### src/rtl/efr_pkg.sv
package efr_pkg;

  // sizes and fixed field widths
  localparam int unsigned FRAME_BYTES_DEF = 64;
  localparam int unsigned BYTE_W          = 8;
  localparam int unsigned LEN_W           = 6;
  localparam int unsigned RATE_W          = 7;
  localparam int unsigned TALLY_W         = 4;
  localparam int unsigned CFG_IDX_W       = 2;
  localparam int unsigned RATE_WINDOW     = 10;

  // crc-8, reflected form
  localparam logic [BYTE_W-1:0] CRC_POLY = 8'h8C;

  // register reset values
  localparam logic [BYTE_W-1:0] START_BYTE_RST  = 8'h02;
  localparam logic [BYTE_W-1:0] END_BYTE_RST    = 8'h03;
  localparam logic [BYTE_W-1:0] ESCAPE_BYTE_RST = 8'h10;
  localparam logic [BYTE_W-1:0] ESCAPE_MASK_RST = 8'h20;

  typedef enum logic [CFG_IDX_W-1:0] {
    CFG_START_BYTE  = 2'd0,
    CFG_END_BYTE    = 2'd1,
    CFG_ESCAPE_BYTE = 2'd2,
    CFG_ESCAPE_MASK = 2'd3
  } cfg_idx_e;

  typedef enum logic [1:0] {
    KIND_PAYLOAD  = 2'd0,
    KIND_BAD      = 2'd1,
    KIND_OVERFLOW = 2'd2,
    KIND_EMPTY_OK = 2'd3
  } kind_e;

  typedef enum logic {
    ST_IDLE,
    ST_WALK
  } ctrl_state_e;

  typedef enum logic [1:0] {
    UN_IDLE,
    UN_RUN,
    UN_DONE
  } unstuff_state_e;

  typedef enum logic [1:0] {
    EM_IDLE,
    EM_READ,
    EM_DATA,
    EM_STAT
  } emit_state_e;

  typedef struct packed {
    logic [BYTE_W-1:0] start_byte;
    logic [BYTE_W-1:0] end_byte;
    logic [BYTE_W-1:0] escape_byte;
    logic [BYTE_W-1:0] escape_mask;
  } cfg_t;

  typedef struct packed {
    logic done;
    logic bad;
  } walk_status_t;

  typedef struct packed {
    logic              start;
    kind_e             kind;
    logic [LEN_W-1:0]  len;
    logic [RATE_W-1:0] rate;
  } emit_cmd_t;

  // one byte of the reflected crc, one shift per bit
  function automatic logic [BYTE_W-1:0] crc8_byte(input logic [BYTE_W-1:0] crc,
                                                  input logic [BYTE_W-1:0] data);
    logic [BYTE_W-1:0] c;
    c = crc ^ data;
    for (int b = 0; b < BYTE_W; b++) begin
      c = c[0] ? ((c >> 1) ^ CRC_POLY) : (c >> 1);
    end
    return c;
  endfunction

endpackage

### src/rtl/efr_unstuff.sv
module efr_unstuff import efr_pkg::*; #(
  parameter int unsigned FRAME_BYTES = FRAME_BYTES_DEF,
  localparam int unsigned IDX_W = $clog2(FRAME_BYTES),
  localparam int unsigned CNT_W = $clog2(FRAME_BYTES + 1)
) (
  input  logic              clk_i,
  input  logic              rst_ni,
  input  cfg_t              cfg_i,
  input  logic              store_en_i,
  input  logic [IDX_W-1:0]  store_addr_i,
  input  logic [BYTE_W-1:0] store_data_i,
  input  logic              walk_start_i,
  input  logic [CNT_W-1:0]  walk_total_i,
  output walk_status_t      walk_status_o,
  output logic [CNT_W-1:0]  plen_o,
  output logic              pay_we_o,
  output logic [IDX_W-1:0]  pay_addr_o,
  output logic [BYTE_W-1:0] pay_data_o
);

  logic [BYTE_W-1:0] frame_mem [FRAME_BYTES];
  logic [BYTE_W-1:0] rd_data_q;

  unstuff_state_e    state_q, state_d;
  logic [CNT_W-1:0]  total_q, total_d;
  logic [CNT_W-1:0]  rd_idx_q, rd_idx_d;
  logic              rd_vld_q, rd_vld_d;
  logic              esc_q, esc_d;
  logic [CNT_W-1:0]  plen_q, plen_d;
  logic [BYTE_W-1:0] crc_q, crc_d;
  logic [BYTE_W-1:0] last_q, last_d;

  logic              rd_en;
  logic [IDX_W-1:0]  rd_addr;
  logic              is_marker;
  logic              is_escape;
  logic              push;
  logic [BYTE_W-1:0] ubyte;

  // raw frame memory: written while receiving, read during the walk
  always_ff @(posedge clk_i) begin
    if (store_en_i) begin
      frame_mem[store_addr_i] <= store_data_i;
    end
    if (rd_en) begin
      rd_data_q <= frame_mem[rd_addr];
    end
  end

  // next state
  always_comb begin
    state_d = state_q;
    unique case (state_q)
      UN_IDLE: if (walk_start_i) state_d = UN_RUN;
      UN_RUN:  if ((rd_idx_q == total_q) && !rd_vld_q) state_d = UN_DONE;
      UN_DONE: state_d = UN_IDLE;
      default: state_d = UN_IDLE;
    endcase
  end

  // outputs of the walk
  always_comb begin
    rd_en                = (state_q == UN_RUN) && (rd_idx_q != total_q);
    rd_addr              = rd_idx_q[IDX_W-1:0];
    walk_status_o.done   = (state_q == UN_DONE);
    walk_status_o.bad    = esc_q || (plen_q == '0) || (crc_q != last_q);
    plen_o               = plen_q;
  end

  // classify the byte read last cycle; markers win over escape
  always_comb begin
    is_marker  = (rd_data_q == cfg_i.start_byte) || (rd_data_q == cfg_i.end_byte);
    is_escape  = (rd_data_q == cfg_i.escape_byte);
    ubyte      = esc_q ? (rd_data_q ^ cfg_i.escape_mask) : rd_data_q;
    push       = rd_vld_q && (esc_q || (!is_marker && !is_escape));
    pay_we_o   = push;
    pay_addr_o = plen_q[IDX_W-1:0];
    pay_data_o = ubyte;
  end

  // walk datapath: read pointer, escape flag, payload count, crc of all but the last byte
  always_comb begin
    total_d  = total_q;
    rd_idx_d = rd_idx_q;
    rd_vld_d = 1'b0;
    esc_d    = esc_q;
    plen_d   = plen_q;
    crc_d    = crc_q;
    last_d   = last_q;
    if ((state_q == UN_IDLE) && walk_start_i) begin
      total_d  = walk_total_i;
      rd_idx_d = '0;
      esc_d    = 1'b0;
      plen_d   = '0;
      crc_d    = '0;
    end else if (state_q == UN_RUN) begin
      rd_vld_d = rd_en;
      if (rd_en) begin
        rd_idx_d = rd_idx_q + CNT_W'(1);
      end
      if (rd_vld_q) begin
        esc_d = !esc_q && !is_marker && is_escape;
      end
      if (push) begin
        plen_d = plen_q + CNT_W'(1);
        last_d = ubyte;
        if (plen_q != '0) begin
          crc_d = crc8_byte(crc_q, last_q);
        end
      end
    end
  end

  // control registers
  always_ff @(posedge clk_i or negedge rst_ni) begin
    if (!rst_ni) begin
      state_q  <= UN_IDLE;
      rd_idx_q <= '0;
      rd_vld_q <= 1'b0;
      esc_q    <= 1'b0;
      plen_q   <= '0;
      total_q  <= '0;
    end else begin
      state_q  <= state_d;
      rd_idx_q <= rd_idx_d;
      rd_vld_q <= rd_vld_d;
      esc_q    <= esc_d;
      plen_q   <= plen_d;
      total_q  <= total_d;
    end
  end

  // crc datapath
  always_ff @(posedge clk_i) begin
    crc_q  <= crc_d;
    last_q <= last_d;
  end

endmodule

### src/rtl/efr_emit.sv
module efr_emit import efr_pkg::*; #(
  parameter int unsigned FRAME_BYTES = FRAME_BYTES_DEF,
  localparam int unsigned IDX_W = $clog2(FRAME_BYTES)
) (
  input  logic              clk_i,
  input  logic              rst_ni,
  input  logic              pay_we_i,
  input  logic [IDX_W-1:0]  pay_addr_i,
  input  logic [BYTE_W-1:0] pay_data_i,
  input  emit_cmd_t         cmd_i,
  output logic              busy_o,
  output logic              out_valid_o,
  input  logic              out_ready_i,
  output logic [1:0]        kind_o,
  output logic [BYTE_W-1:0] payload_byte_o,
  output logic              last_of_run_o,
  output logic [LEN_W-1:0]  frame_length_o,
  output logic [RATE_W-1:0] success_rate_o
);

  logic [BYTE_W-1:0] pay_mem [FRAME_BYTES];
  logic [BYTE_W-1:0] rd_data_q;

  emit_state_e       state_q, state_d;
  kind_e             kind_q, kind_d;
  logic [LEN_W-1:0]  len_q, len_d;
  logic [RATE_W-1:0] rate_q, rate_d;
  logic [LEN_W-1:0]  idx_q, idx_d;

  logic              out_valid_q, out_valid_d;
  kind_e             out_kind_q, out_kind_d;
  logic [BYTE_W-1:0] out_byte_q, out_byte_d;
  logic              out_last_q, out_last_d;
  logic [LEN_W-1:0]  out_len_q, out_len_d;
  logic [RATE_W-1:0] out_rate_q, out_rate_d;

  logic out_free;
  logic last_byte;
  logic rd_en;
  logic load;

  // unstuffed payload memory
  always_ff @(posedge clk_i) begin
    if (pay_we_i) begin
      pay_mem[pay_addr_i] <= pay_data_i;
    end
    if (rd_en) begin
      rd_data_q <= pay_mem[idx_q[IDX_W-1:0]];
    end
  end

  assign out_free  = !out_valid_q || out_ready_i;
  assign last_byte = (idx_q == (len_q - LEN_W'(1)));

  // next state
  always_comb begin
    state_d = state_q;
    unique case (state_q)
      EM_IDLE: begin
        if (cmd_i.start) begin
          state_d = (cmd_i.kind == KIND_PAYLOAD) ? EM_READ : EM_STAT;
        end
      end
      EM_READ: state_d = EM_DATA;
      EM_DATA: if (out_free) state_d = last_byte ? EM_IDLE : EM_READ;
      EM_STAT: if (out_free) state_d = EM_IDLE;
      default: state_d = EM_IDLE;
    endcase
  end

  // sequencer outputs
  always_comb begin
    busy_o = (state_q != EM_IDLE);
    rd_en  = (state_q == EM_READ);
    load   = out_free && ((state_q == EM_DATA) || (state_q == EM_STAT));
  end

  // command latch and byte index
  always_comb begin
    kind_d = kind_q;
    len_d  = len_q;
    rate_d = rate_q;
    idx_d  = idx_q;
    if ((state_q == EM_IDLE) && cmd_i.start) begin
      kind_d = cmd_i.kind;
      len_d  = cmd_i.len;
      rate_d = cmd_i.rate;
      idx_d  = '0;
    end else if (load && (state_q == EM_DATA)) begin
      idx_d = idx_q + LEN_W'(1);
    end
  end

  // output register, freed by the downstream transfer
  always_comb begin
    out_valid_d = out_valid_q && !out_ready_i;
    out_kind_d  = out_kind_q;
    out_byte_d  = out_byte_q;
    out_last_d  = out_last_q;
    out_len_d   = out_len_q;
    out_rate_d  = out_rate_q;
    if (load) begin
      out_valid_d = 1'b1;
      out_rate_d  = rate_q;
      if (state_q == EM_DATA) begin
        out_kind_d = KIND_PAYLOAD;
        out_byte_d = rd_data_q;
        out_last_d = last_byte;
        out_len_d  = len_q;
      end else begin
        out_kind_d = kind_q;
        out_byte_d = '0;
        out_last_d = 1'b1;
        out_len_d  = '0;
      end
    end
  end

  always_ff @(posedge clk_i or negedge rst_ni) begin
    if (!rst_ni) begin
      state_q     <= EM_IDLE;
      out_valid_q <= 1'b0;
      idx_q       <= '0;
    end else begin
      state_q     <= state_d;
      out_valid_q <= out_valid_d;
      idx_q       <= idx_d;
    end
  end

  always_ff @(posedge clk_i) begin
    kind_q     <= kind_d;
    len_q      <= len_d;
    rate_q     <= rate_d;
    out_kind_q <= out_kind_d;
    out_byte_q <= out_byte_d;
    out_last_q <= out_last_d;
    out_len_q  <= out_len_d;
    out_rate_q <= out_rate_d;
  end

  assign out_valid_o    = out_valid_q;
  assign kind_o         = out_kind_q;
  assign payload_byte_o = out_byte_q;
  assign last_of_run_o  = out_last_q;
  assign frame_length_o = out_len_q;
  assign success_rate_o = out_rate_q;

endmodule

### src/rtl/escaped_frame_receiver_crc8_core.sv
// data path: a byte that is only stored is written to frame memory; an end byte starts
//   a walk over the n stored bytes, then each payload result passes the payload memory
//   read and the output register load, and a status result only the output register load
// throughput: one byte per cycle while a frame is filled; input waits during the walk
//   and until the last result of a run sits in the output register
// reset: control state, counters and rate clear, registers take their defaults;
//   frame memory contents stay undefined and are never read before written
module escaped_frame_receiver_crc8_core import efr_pkg::*; #(
  parameter int unsigned FRAME_BYTES = FRAME_BYTES_DEF
) (
  input  logic                 clk_i,
  input  logic                 rst_ni,
  input  logic                 cfg_we_i,
  input  logic [CFG_IDX_W-1:0] cfg_idx_i,
  input  logic [BYTE_W-1:0]    cfg_data_i,
  input  logic                 in_valid_i,
  output logic                 in_ready_o,
  input  logic [BYTE_W-1:0]    rx_byte_i,
  output logic                 out_valid_o,
  input  logic                 out_ready_i,
  output logic [1:0]           kind_o,
  output logic [BYTE_W-1:0]    payload_byte_o,
  output logic                 last_of_run_o,
  output logic [LEN_W-1:0]     frame_length_o,
  output logic [RATE_W-1:0]    success_rate_o
);

  localparam int unsigned IDX_W = $clog2(FRAME_BYTES);
  localparam int unsigned CNT_W = $clog2(FRAME_BYTES + 1);

  cfg_t               cfg_q, cfg_d;
  ctrl_state_e        state_q, state_d;
  logic [CNT_W-1:0]   fill_q, fill_d;
  logic [TALLY_W-1:0] good_q, good_d;
  logic [TALLY_W-1:0] bad_q, bad_d;
  logic [RATE_W-1:0]  rate_q, rate_d;

  logic               accept;
  logic               ovf;
  logic [CNT_W-1:0]   fill_base;
  logic               is_start;
  logic               is_end;
  logic               store_en;
  logic [IDX_W-1:0]   store_addr;
  logic               walk_start;
  logic [CNT_W-1:0]   walk_total;
  walk_status_t       walk_status;
  logic [CNT_W-1:0]   plen;
  logic               pay_we;
  logic [IDX_W-1:0]   pay_addr;
  logic [BYTE_W-1:0]  pay_data;
  emit_cmd_t          emit_cmd;
  logic               emit_busy;
  logic               ev_good;
  logic               ev_bad;
  logic [TALLY_W-1:0] good_inc;
  logic [TALLY_W-1:0] bad_inc;

  // configuration registers
  always_comb begin
    cfg_d = cfg_q;
    if (cfg_we_i) begin
      unique case (cfg_idx_e'(cfg_idx_i))
        CFG_START_BYTE:  cfg_d.start_byte  = cfg_data_i;
        CFG_END_BYTE:    cfg_d.end_byte    = cfg_data_i;
        CFG_ESCAPE_BYTE: cfg_d.escape_byte = cfg_data_i;
        CFG_ESCAPE_MASK: cfg_d.escape_mask = cfg_data_i;
        default:         cfg_d = cfg_q;
      endcase
    end
  end

  // next state
  always_comb begin
    state_d = state_q;
    unique case (state_q)
      ST_IDLE: if (walk_start) state_d = ST_WALK;
      ST_WALK: if (walk_status.done) state_d = ST_IDLE;
      default: state_d = ST_IDLE;
    endcase
  end

  // handshake
  always_comb begin
    in_ready_o = (state_q == ST_IDLE) && !emit_busy;
  end

  assign accept = in_valid_i && in_ready_o;

  // receive: overflow drop first, then the byte is handled against the fill level
  always_comb begin
    ovf        = (fill_q == CNT_W'(FRAME_BYTES));
    fill_base  = ovf ? '0 : fill_q;
    is_start   = (rx_byte_i == cfg_q.start_byte);
    is_end     = (rx_byte_i == cfg_q.end_byte);
    store_en   = accept && ((fill_base == '0) ? is_start : 1'b1);
    store_addr = fill_base[IDX_W-1:0];
    walk_start = accept && (fill_base != '0) && is_end;
    walk_total = fill_base + CNT_W'(1);
    fill_d     = fill_q;
    if (accept) begin
      if (fill_base == '0) begin
        fill_d = is_start ? CNT_W'(1) : '0;
      end else if (is_end) begin
        fill_d = '0;
      end else begin
        fill_d = fill_base + CNT_W'(1);
      end
    end
  end

  // frame tallies and success rate over a window of frames
  always_comb begin
    ev_bad   = (accept && ovf) || (walk_status.done && walk_status.bad);
    ev_good  = walk_status.done && !walk_status.bad;
    good_inc = good_q + TALLY_W'(ev_good);
    bad_inc  = bad_q + TALLY_W'(ev_bad);
    good_d   = good_inc;
    bad_d    = bad_inc;
    rate_d   = rate_q;
    if (({1'b0, good_inc} + {1'b0, bad_inc}) >= (TALLY_W + 1)'(RATE_WINDOW)) begin
      rate_d = RATE_W'({good_inc, 3'b000}) + RATE_W'({good_inc, 1'b0});
      good_d = '0;
      bad_d  = '0;
    end
  end

  // result run request
  always_comb begin
    emit_cmd.start = (accept && ovf) || walk_status.done;
    emit_cmd.rate  = rate_d;
    emit_cmd.len   = '0;
    if (accept && ovf) begin
      emit_cmd.kind = KIND_OVERFLOW;
    end else if (walk_status.bad) begin
      emit_cmd.kind = KIND_BAD;
    end else if (plen == CNT_W'(1)) begin
      emit_cmd.kind = KIND_EMPTY_OK;
    end else begin
      emit_cmd.kind = KIND_PAYLOAD;
      emit_cmd.len  = LEN_W'(plen - CNT_W'(1));
    end
  end

  always_ff @(posedge clk_i or negedge rst_ni) begin
    if (!rst_ni) begin
      cfg_q.start_byte  <= START_BYTE_RST;
      cfg_q.end_byte    <= END_BYTE_RST;
      cfg_q.escape_byte <= ESCAPE_BYTE_RST;
      cfg_q.escape_mask <= ESCAPE_MASK_RST;
      state_q           <= ST_IDLE;
      fill_q            <= '0;
      good_q            <= '0;
      bad_q             <= '0;
      rate_q            <= '0;
    end else begin
      cfg_q   <= cfg_d;
      state_q <= state_d;
      fill_q  <= fill_d;
      good_q  <= good_d;
      bad_q   <= bad_d;
      rate_q  <= rate_d;
    end
  end

  // frame memory and unstuffing walk
  efr_unstuff #(
    .FRAME_BYTES(FRAME_BYTES)
  ) u_unstuff (
    .clk_i,
    .rst_ni,
    .cfg_i         (cfg_q),
    .store_en_i    (store_en),
    .store_addr_i  (store_addr),
    .store_data_i  (rx_byte_i),
    .walk_start_i  (walk_start),
    .walk_total_i  (walk_total),
    .walk_status_o (walk_status),
    .plen_o        (plen),
    .pay_we_o      (pay_we),
    .pay_addr_o    (pay_addr),
    .pay_data_o    (pay_data)
  );

  // payload memory and result output register
  efr_emit #(
    .FRAME_BYTES(FRAME_BYTES)
  ) u_emit (
    .clk_i,
    .rst_ni,
    .pay_we_i       (pay_we),
    .pay_addr_i     (pay_addr),
    .pay_data_i     (pay_data),
    .cmd_i          (emit_cmd),
    .busy_o         (emit_busy),
    .out_valid_o,
    .out_ready_i,
    .kind_o,
    .payload_byte_o,
    .last_of_run_o,
    .frame_length_o,
    .success_rate_o
  );

  // fill level never passes the buffer size
  assert property (@(posedge clk_i) disable iff (!rst_ni)
    fill_q <= CNT_W'(FRAME_BYTES))
    else $error("fill level beyond frame buffer");

  // tallies are folded into the rate before they reach the window
  assert property (@(posedge clk_i) disable iff (!rst_ni)
    ({1'b0, good_q} + {1'b0, bad_q}) < (TALLY_W + 1)'(RATE_WINDOW))
    else $error("frame tally not cleared at window");

  // the walk finishes only while the controller waits for it
  assert property (@(posedge clk_i) disable iff (!rst_ni)
    walk_status.done |-> state_q == ST_WALK)
    else $error("walk done outside walk state");

  // a result run is only requested when the emitter is free
  assert property (@(posedge clk_i) disable iff (!rst_ni)
    emit_cmd.start |-> !emit_busy)
    else $error("result run requested while emitter busy");

endmodule

### config.mk
export PLATFORM = sky130hd
export DESIGN_NAME = escaped_frame_receiver_crc8_core
export DESIGN_NICKNAME = d
export VERILOG_FILES = /design/src/rtl/efr_pkg.sv /design/src/rtl/efr_unstuff.sv /design/src/rtl/efr_emit.sv /design/src/rtl/escaped_frame_receiver_crc8_core.sv
export SDC_FILE = /design/constraint.sdc
export NUM_CORES = 1
export LEC_CHECK = 0
export ABC_AREA = 1
export BUFFER_PORTS_ARGS = -buffer_cell sky130_fd_sc_hd__buf_2
export CELL_PAD_IN_SITES_DETAIL_PLACEMENT = 0
export CELL_PAD_IN_SITES_GLOBAL_PLACEMENT = 1
export CORE_MARGIN = 5
export CORE_UTILIZATION = 30
export DETAILED_ROUTE_END_ITERATION = 10
export PLACE_DENSITY = 0.51
export SYNTH_ARGS = -nofsm -noshare
export SYNTH_HDL_FRONTEND = slang
export SYNTH_SLANG_ARGS = --single-unit
### constraint.sdc
create_clock -name clk_i -period 9.33 [get_ports clk_i]
set_input_delay 0 -clock clk_i [delete_from_list [all_inputs] [get_ports clk_i]]
set_output_delay 0 -clock clk_i [all_outputs]
set_load 0.05 [all_outputs]
## After elaboration in Yosys (flattened, before gate mapping)

Memories as Yosys holds them, arrays and structs flattened. A register that Yosys moved wholly into a read port is not among the register bits.
Cells that the tools add are included.

| cells by class | value |
|---|---|
| $add $sub $neg | 10 |
| magnitude comparators | 1 |
| equality and inequality tests | 24 |
| mux-type cells | 50 |
| bitwise gates (word level) | 12 |
| reduce and logical (&&, ||, !) cells | 61 |

Operators by type and width:

| kind | number |
|---|---|
| 2-to-1 mux 8 bit | 9 |
| 2-to-1 mux 7 bit | 10 |
| == test 8 bit | 5 |
| inverter 2 -> 3 bit | 8 |
| adder 7 x 1 -> 7 bit (second input constant) | 3 |
| logical AND 1 bit | 19 |
| 2-to-1 mux 2 bit | 9 |
| AND reduction 2 bit | 8 |
| bitwise XOR 8 bit | 2 |
| 2-to-1 mux 1 bit | 15 |
| logical NOT 7 bit | 2 |
| nonzero test 7 bit | 2 |
| 2-to-1 mux 6 bit | 2 |
| nonzero test 2 bit | 6 |
| subtractor 6 x 1 -> 6 bit (second input constant) | 2 |
| == test 2 bit (second input constant) | 5 |
| inequality test 2 x 1 -> 1 bit (second input constant) | 5 |
| AND reduction 3 bit | 3 |
| adder 4 x 1 -> 4 bit | 2 |
| logical NOT 1 bit | 8 |
| logical NOT 2 bit | 4 |
| logical OR 1 bit | 8 |
| 2-to-1 mux 4 bit | 2 |
| inequality test 8 bit | 1 |
| 15 further kinds | 18 |

| storage, ports and cells | value |
|---|---|
| register bits after elaboration | 144 |
| RAM bits | 1024 |
| input bits | 23 |
| output and inout port bits | 26 |
| logic and storage cells | 188 |
| memories | 2 |

Memories:

| name | depth | bits a word | read ports | clocked after Yosys merged registers in | wr ports | line | text |
|---|---|---|---|---|---|---|---|
| u_emit.pay_mem | 64 | 8 | 1 | 1 | 1 | efr_emit.sv:21 | `logic [BYTE_W-1:0] pay_mem [FRAME_BYTES];` |
| u_unstuff.frame_mem | 64 | 8 | 1 | 1 | 1 | efr_unstuff.sv:21 | `logic [BYTE_W-1:0] frame_mem [FRAME_BYTES];` |

## Logic depth before layout (Yosys ltp)

| depth | value |
|---|---|
| depth in word-level cells | 17 |
| mapped depth | 23 |
| depth with buffers taken out | 21 |

## Modules after synthesis

A second synthesis with hierarchy kept.

| second synthesis, totals | value |
|---|---|
| cells, all modules | 4464 |
| area total of the unflattened synthesis | 50006.7 µm² |

Modules (own cells, without submodules):

| module | times used | cells an instance | area an instance (µm²) | seq. area each (µm²) |
|---|---|---|---|---|
| efr_unstuff | 1 | 2050 | 23666.4 | 16641.0 |
| efr_emit | 1 | 2025 | 23194.7 | 17011.3 |
| escaped_frame_receiver_crc8_core | 1 | 389 | 3145.5 | 1382.6 |

## Worst setup path after synthesis

OpenSTA, ideal clock, no wires.

| timing path | value |
|---|---|
| kind | flip-flop to flip-flop |
| start | register u_emit.state_q[0] |
| end | register u_emit.rate_q[5], data pin |
| library setup time | 277 ps |
| arrival | 3205 ps |
| data required time | 9053 ps |
| path slack | 5849 ps |
| cell stages (with the launch flop) | 17 |
| buffers on the path | 1 |
| period minus slack after synthesis | 3481 ps |
| cell sequence | dfrtp_1 > nor2_1 > inv_1 > nor2_2 > nand2_1 > clkinv_2 > nand4_1 > nand2_1 > ha_1 > ha_1 > fa_1 > xor2_1 > o21ai_0 > nand3_1 > clkbuf_1 > nor2_1 > a21oi_1 |

RTL lines:

| what | line | text |
|---|---|---|
| from (decl) | efr_emit.sv:24 | `emit_state_e state_q, state_d;` |
| from (signal assigned) | efr_emit.sv:125 | `state_q <= state_d;` |
| to (signal assigned) | efr_emit.sv:134 | `rate_q <= rate_d;` |
| to (decl) | efr_emit.sv:27 | `logic [RATE_W-1:0] rate_q, rate_d;` |

==> flow_metrics.env <==
export IMPL_yosys_warnings=0
export IMPL_chipHeight_um=412.8
export IMPL_place_gp_congestion=0.7688
export IMPL_power_leakage_nw=18.71
export IMPL_combPwrFrac_pct=20.2
export IMPL_wl_per_cell_um=22.46
export IMPL_synth_cells=4038
export IMPL_ir_drop_uv=329.3
export IMPL_critPathCaptureType="flop"
export IMPL_path_clk_slew_ns=0.06
export IMPL_drive_gt1_share_pct=8.315
export IMPL_clock_path_buffers=3
export IMPL_numPortBuffers=48
export IMPL_io_pins=49
export IMPL_drt_iter0_markers=2083
export IMPL_overflow=0
export IMPL_cts_made_buffers=137
export IMPL_antennaDiodeCount=0
export IMPL_maxCapViolCount=0
export IMPL_gr_usage_all_layers_pct=16.53
export IMPL_synth_distinct_cells=45
export IMPL_status="finished clean"
export IMPL_syn_to_final_growth_pct=14.30
export IMPL_synth_seq_area_share_pct=71.96
export IMPL_synth_top_area_share_pct=67.05
export IMPL_timing_final_crit_share_pct=47.56
export IMPL_ys_ff_latch=1184
export IMPL_finClkSkew_ns=0.03025
export IMPL_syn_area_per_cell_um2=12.06
export IMPL_cp_arrival_ns=4.99
export IMPL_fin_hold_ws_ns=0.02849
export IMPL_p_clk_share_pct=36.2
export IMPL_p_sw_w=0.004504
export IMPL_routed_via_density=4.859
export IMPL_p_sw_share_pct=31.46
export IMPL_crit_path_start="u_unstuff.plen_o[0]"
export IMPL_die_w_um=412.8
export IMPL_power_density_mw_per_mm2=257.3
export IMPL_crit_slowest_cell="nand3_1"
export IMPL_cpMostUsedCell="ha_1"
export IMPL_synthTopCellsByArea="edfxtp_1 (67%), nor2_1 (6.4%), o21ai_0 (5.8%)"
export IMPL_grt_pass1_vias=30410
export IMPL_synth_common_cells="edfxtp_1 (1087), nor2_1 (834), o21ai_0 (563)"
export IMPL_worst_pin_slew_ns=1.161
export IMPL_cp_required_ns=9.88
export IMPL_cts_root_buf="clkbuf_16"
export IMPL_p_int_w=0.009812
export IMPL_cts_sink_count=1184
export IMPL_holdPathStages=2
export IMPL_post_route_drc_count=0
export IMPL_synthArstFlopShare_pct=7.517
export IMPL_path_class="flop to flop"
export IMPL_die_area_mm2=0.1704
export IMPL_synthFlopType="edfxtp_1"
export IMPL_timing_final_hold_violations=0
export IMPL_crit_fanout=21
export IMPL_worstRegToRegCells=17
export IMPL_synth_edf_count=1087
export IMPL_drtAntennaViolNets=0
export IMPL_slew_violations=0
export IMPL_dp_hpwl_um=82070
export IMPL_pwr_share_seq_pct=43.7
export IMPL_worstHoldStart="rx_byte_i[6]"
export IMPL_ctsHtreeMaxLevel=4
export IMPL_relSlewSlack_pct=22.41
export IMPL_coreArea_mm2=0.1609
export IMPL_antenna_found_initial=3
export IMPL_syn_nets=4083
export IMPL_nNetsFinal=4127
export IMPL_start_util_pct=30.25
export IMPL_cp_start_kind="flop"
export IMPL_hp_class="primary input to flop"
export IMPL_rows=147
export IMPL_cts_tree="yes"
export IMPL_r2r_start="u_unstuff.plen_o[0]"
export IMPL_netlist_area_mm2=0.04869
export IMPL_routed_wl_um=142500
export IMPL_yosysMostFrequentCell="edfxtp_1"
export IMPL_period_minus_slack_ns=4.437
export IMPL_finalSetupViolCount=0
export IMPL_num_vias=30830
export IMPL_fillCellCount=16020
export IMPL_worstSkewPairLatency_ns=0.76
export IMPL_grt_pass1_wl_um=209300
export IMPL_max_stage_delay_ns=0.55
export IMPL_rsz0062_at_grt="false"
export IMPL_worstPathCellList="inv_1 -> ha_1 -> nand2_1 -> nor2_1 -> nor4_2 -> nand2_1 -> nor3_1 -> ha_1 -> ha_1 -> xor2_1 -> ha_1 -> a21oi_1 -> nand2_1 -> xor2_1 -> o21ai_0 -> nand3_1 -> o21ai_0"
export IMPL_grt_start_max_net_pins=193
export IMPL_fmax_ghz=0.2254
export IMPL_postCtsResizedCells=0
export IMPL_tns_ns=0
export IMPL_dr_pass1_iters=5
export IMPL_yosysTopAreaCell="edfxtp_1"
-- registers in the layout, indices dropped and copies added, names as in the netlist, 8 cells and up --
register,flops
u_emit.pay_mem,512
u_emit.rd_data_q,8
u_emit.payload_byte_o,8
u_unstuff.crc_q,8
u_unstuff.last_q,8
u_unstuff.frame_mem,512
cfg_q,32
u_unstuff.rd_data_q,8
-- path summary, 6_finish.rpt --
kind / to / slack [ns]
max in group asynchronous: u_unstuff.rd_idx_q[0] / 8.22
min in group asynchronous: cfg_q[16] / 0.37
max: u_emit.rate_q[3] / 4.89
min reg2reg: u_emit.success_rate_o[1] / 0.41
max reg2reg: u_emit.rate_q[3] / 4.89
min: u_unstuff.frame_mem[47][6] / 0.03
-- worst max-delay path: cells and delay by family, from the launching register on --
kind,cells,cell delay (ns)
flops,1,0.50
buf+inv,1,0.20
xor+xnor,2,0.45
fa+ha+maj,4,0.98
simple gates,7,1.39
compound gates,3,0.69
-- repair_timing --
action | 4_1_cts | 5_1_grt
buffers inserted | 0 | 0
hold buffers | 24 | 0
endpoints found under the hold margin | 191 | 0
-- through the flow --
step / std cells / power [W] / setup WS (ns) / area, µm² / util (%)
6_report: 6345 / 0.01432 / 4.893 / 55650 / 34.58
5_1_grt: 6345 / 0.01502 / 4.256 / 55650 / 34.58
4_1_cts: 6345 / 0.01454 / 4.768 / 55650 / 34.58
3_5_place_dp: 6079 / 0.009309 / 4.755 / 51100 / 31.75
3_3_place_gp: 6079 / 0.009315 / 4.844 / 51100 / 31.75
2_1_floorplan: 4038 / 0.008151 / 5.849 / 48690 / -
-- power by group through the flow --
| stage | registers, W | clock network (W) | logic (W) |
|---|---|---|---|
| after floorplan | 0.00633 | 0 | 0.00182 |
| after global placement | 0.00636 | 0 | 0.00296 |
| after detailed placement | 0.00636 | 0 | 0.00295 |
| after CTS | 0.00625 | 0.00532 | 0.00297 |
| after global routing | 0.00628 | 0.00553 | 0.00320 |
| final | 0.00625 | 0.00518 | 0.00289 |
-- final cells by class --
| type | instances | area [µm²] | area share (%) |
|---|---|---|---|
| inverters | 158 | 606.8 | 1.091 |
| multi-input cells | 2466 | 11990 | 21.55 |
| flip-flops and latches | 1184 | 35050 | 62.99 |
| clock buffers | 194 | 3777 | 6.788 |
| well taps | 2160 | 2703 | 4.857 |
| repair buffers | 135 | 1011 | 1.817 |
| clock inverters | 48 | 506.7 | 0.9106 |
-- cells in the final DEF, fill, tap and decap left out, types with 32 or more instances in the layout --
cell type,netlist,routed
buf_2,46,47
o21ai_0,563,563
buf_4,21,61
nand4_1,52,52
nor2_1,834,830
inv_1,148,136
clkbuf_16,0,141
clkbuf_1,142,48
edfxtp_1,1087,1087
o211ai_1,116,116
a21oi_1,32,32
nand2_1,378,378
xor2_1,47,47
o22ai_1,135,135
nand3_1,175,175
dfrtp_1,84,79
-- layer usage --
metal	track usage, %	wire length [µm]
met1	22.51	64660
met2	26.96	67510
met3	2.944	6120
met4	5.130	4189
met5	0	0
-- cell families (layout without fill, tap and decap cells) --
logic type / count (synthesis) / count (layout) / synth area share, %
buffers and inverters: 388 / 535 / 3.451
flip-flops: 1184 / 1184 / 71.96
XOR/XNOR: 71 / 71 / 1.277
AO/OA/AOI/OAI: 878 / 878 / 10.10
adder cells (fa/ha/maj): 22 / 22 / 0.5962
AND/OR/NAND/NOR: 1495 / 1495 / 12.61
Power figures use the tool's default switching activity.
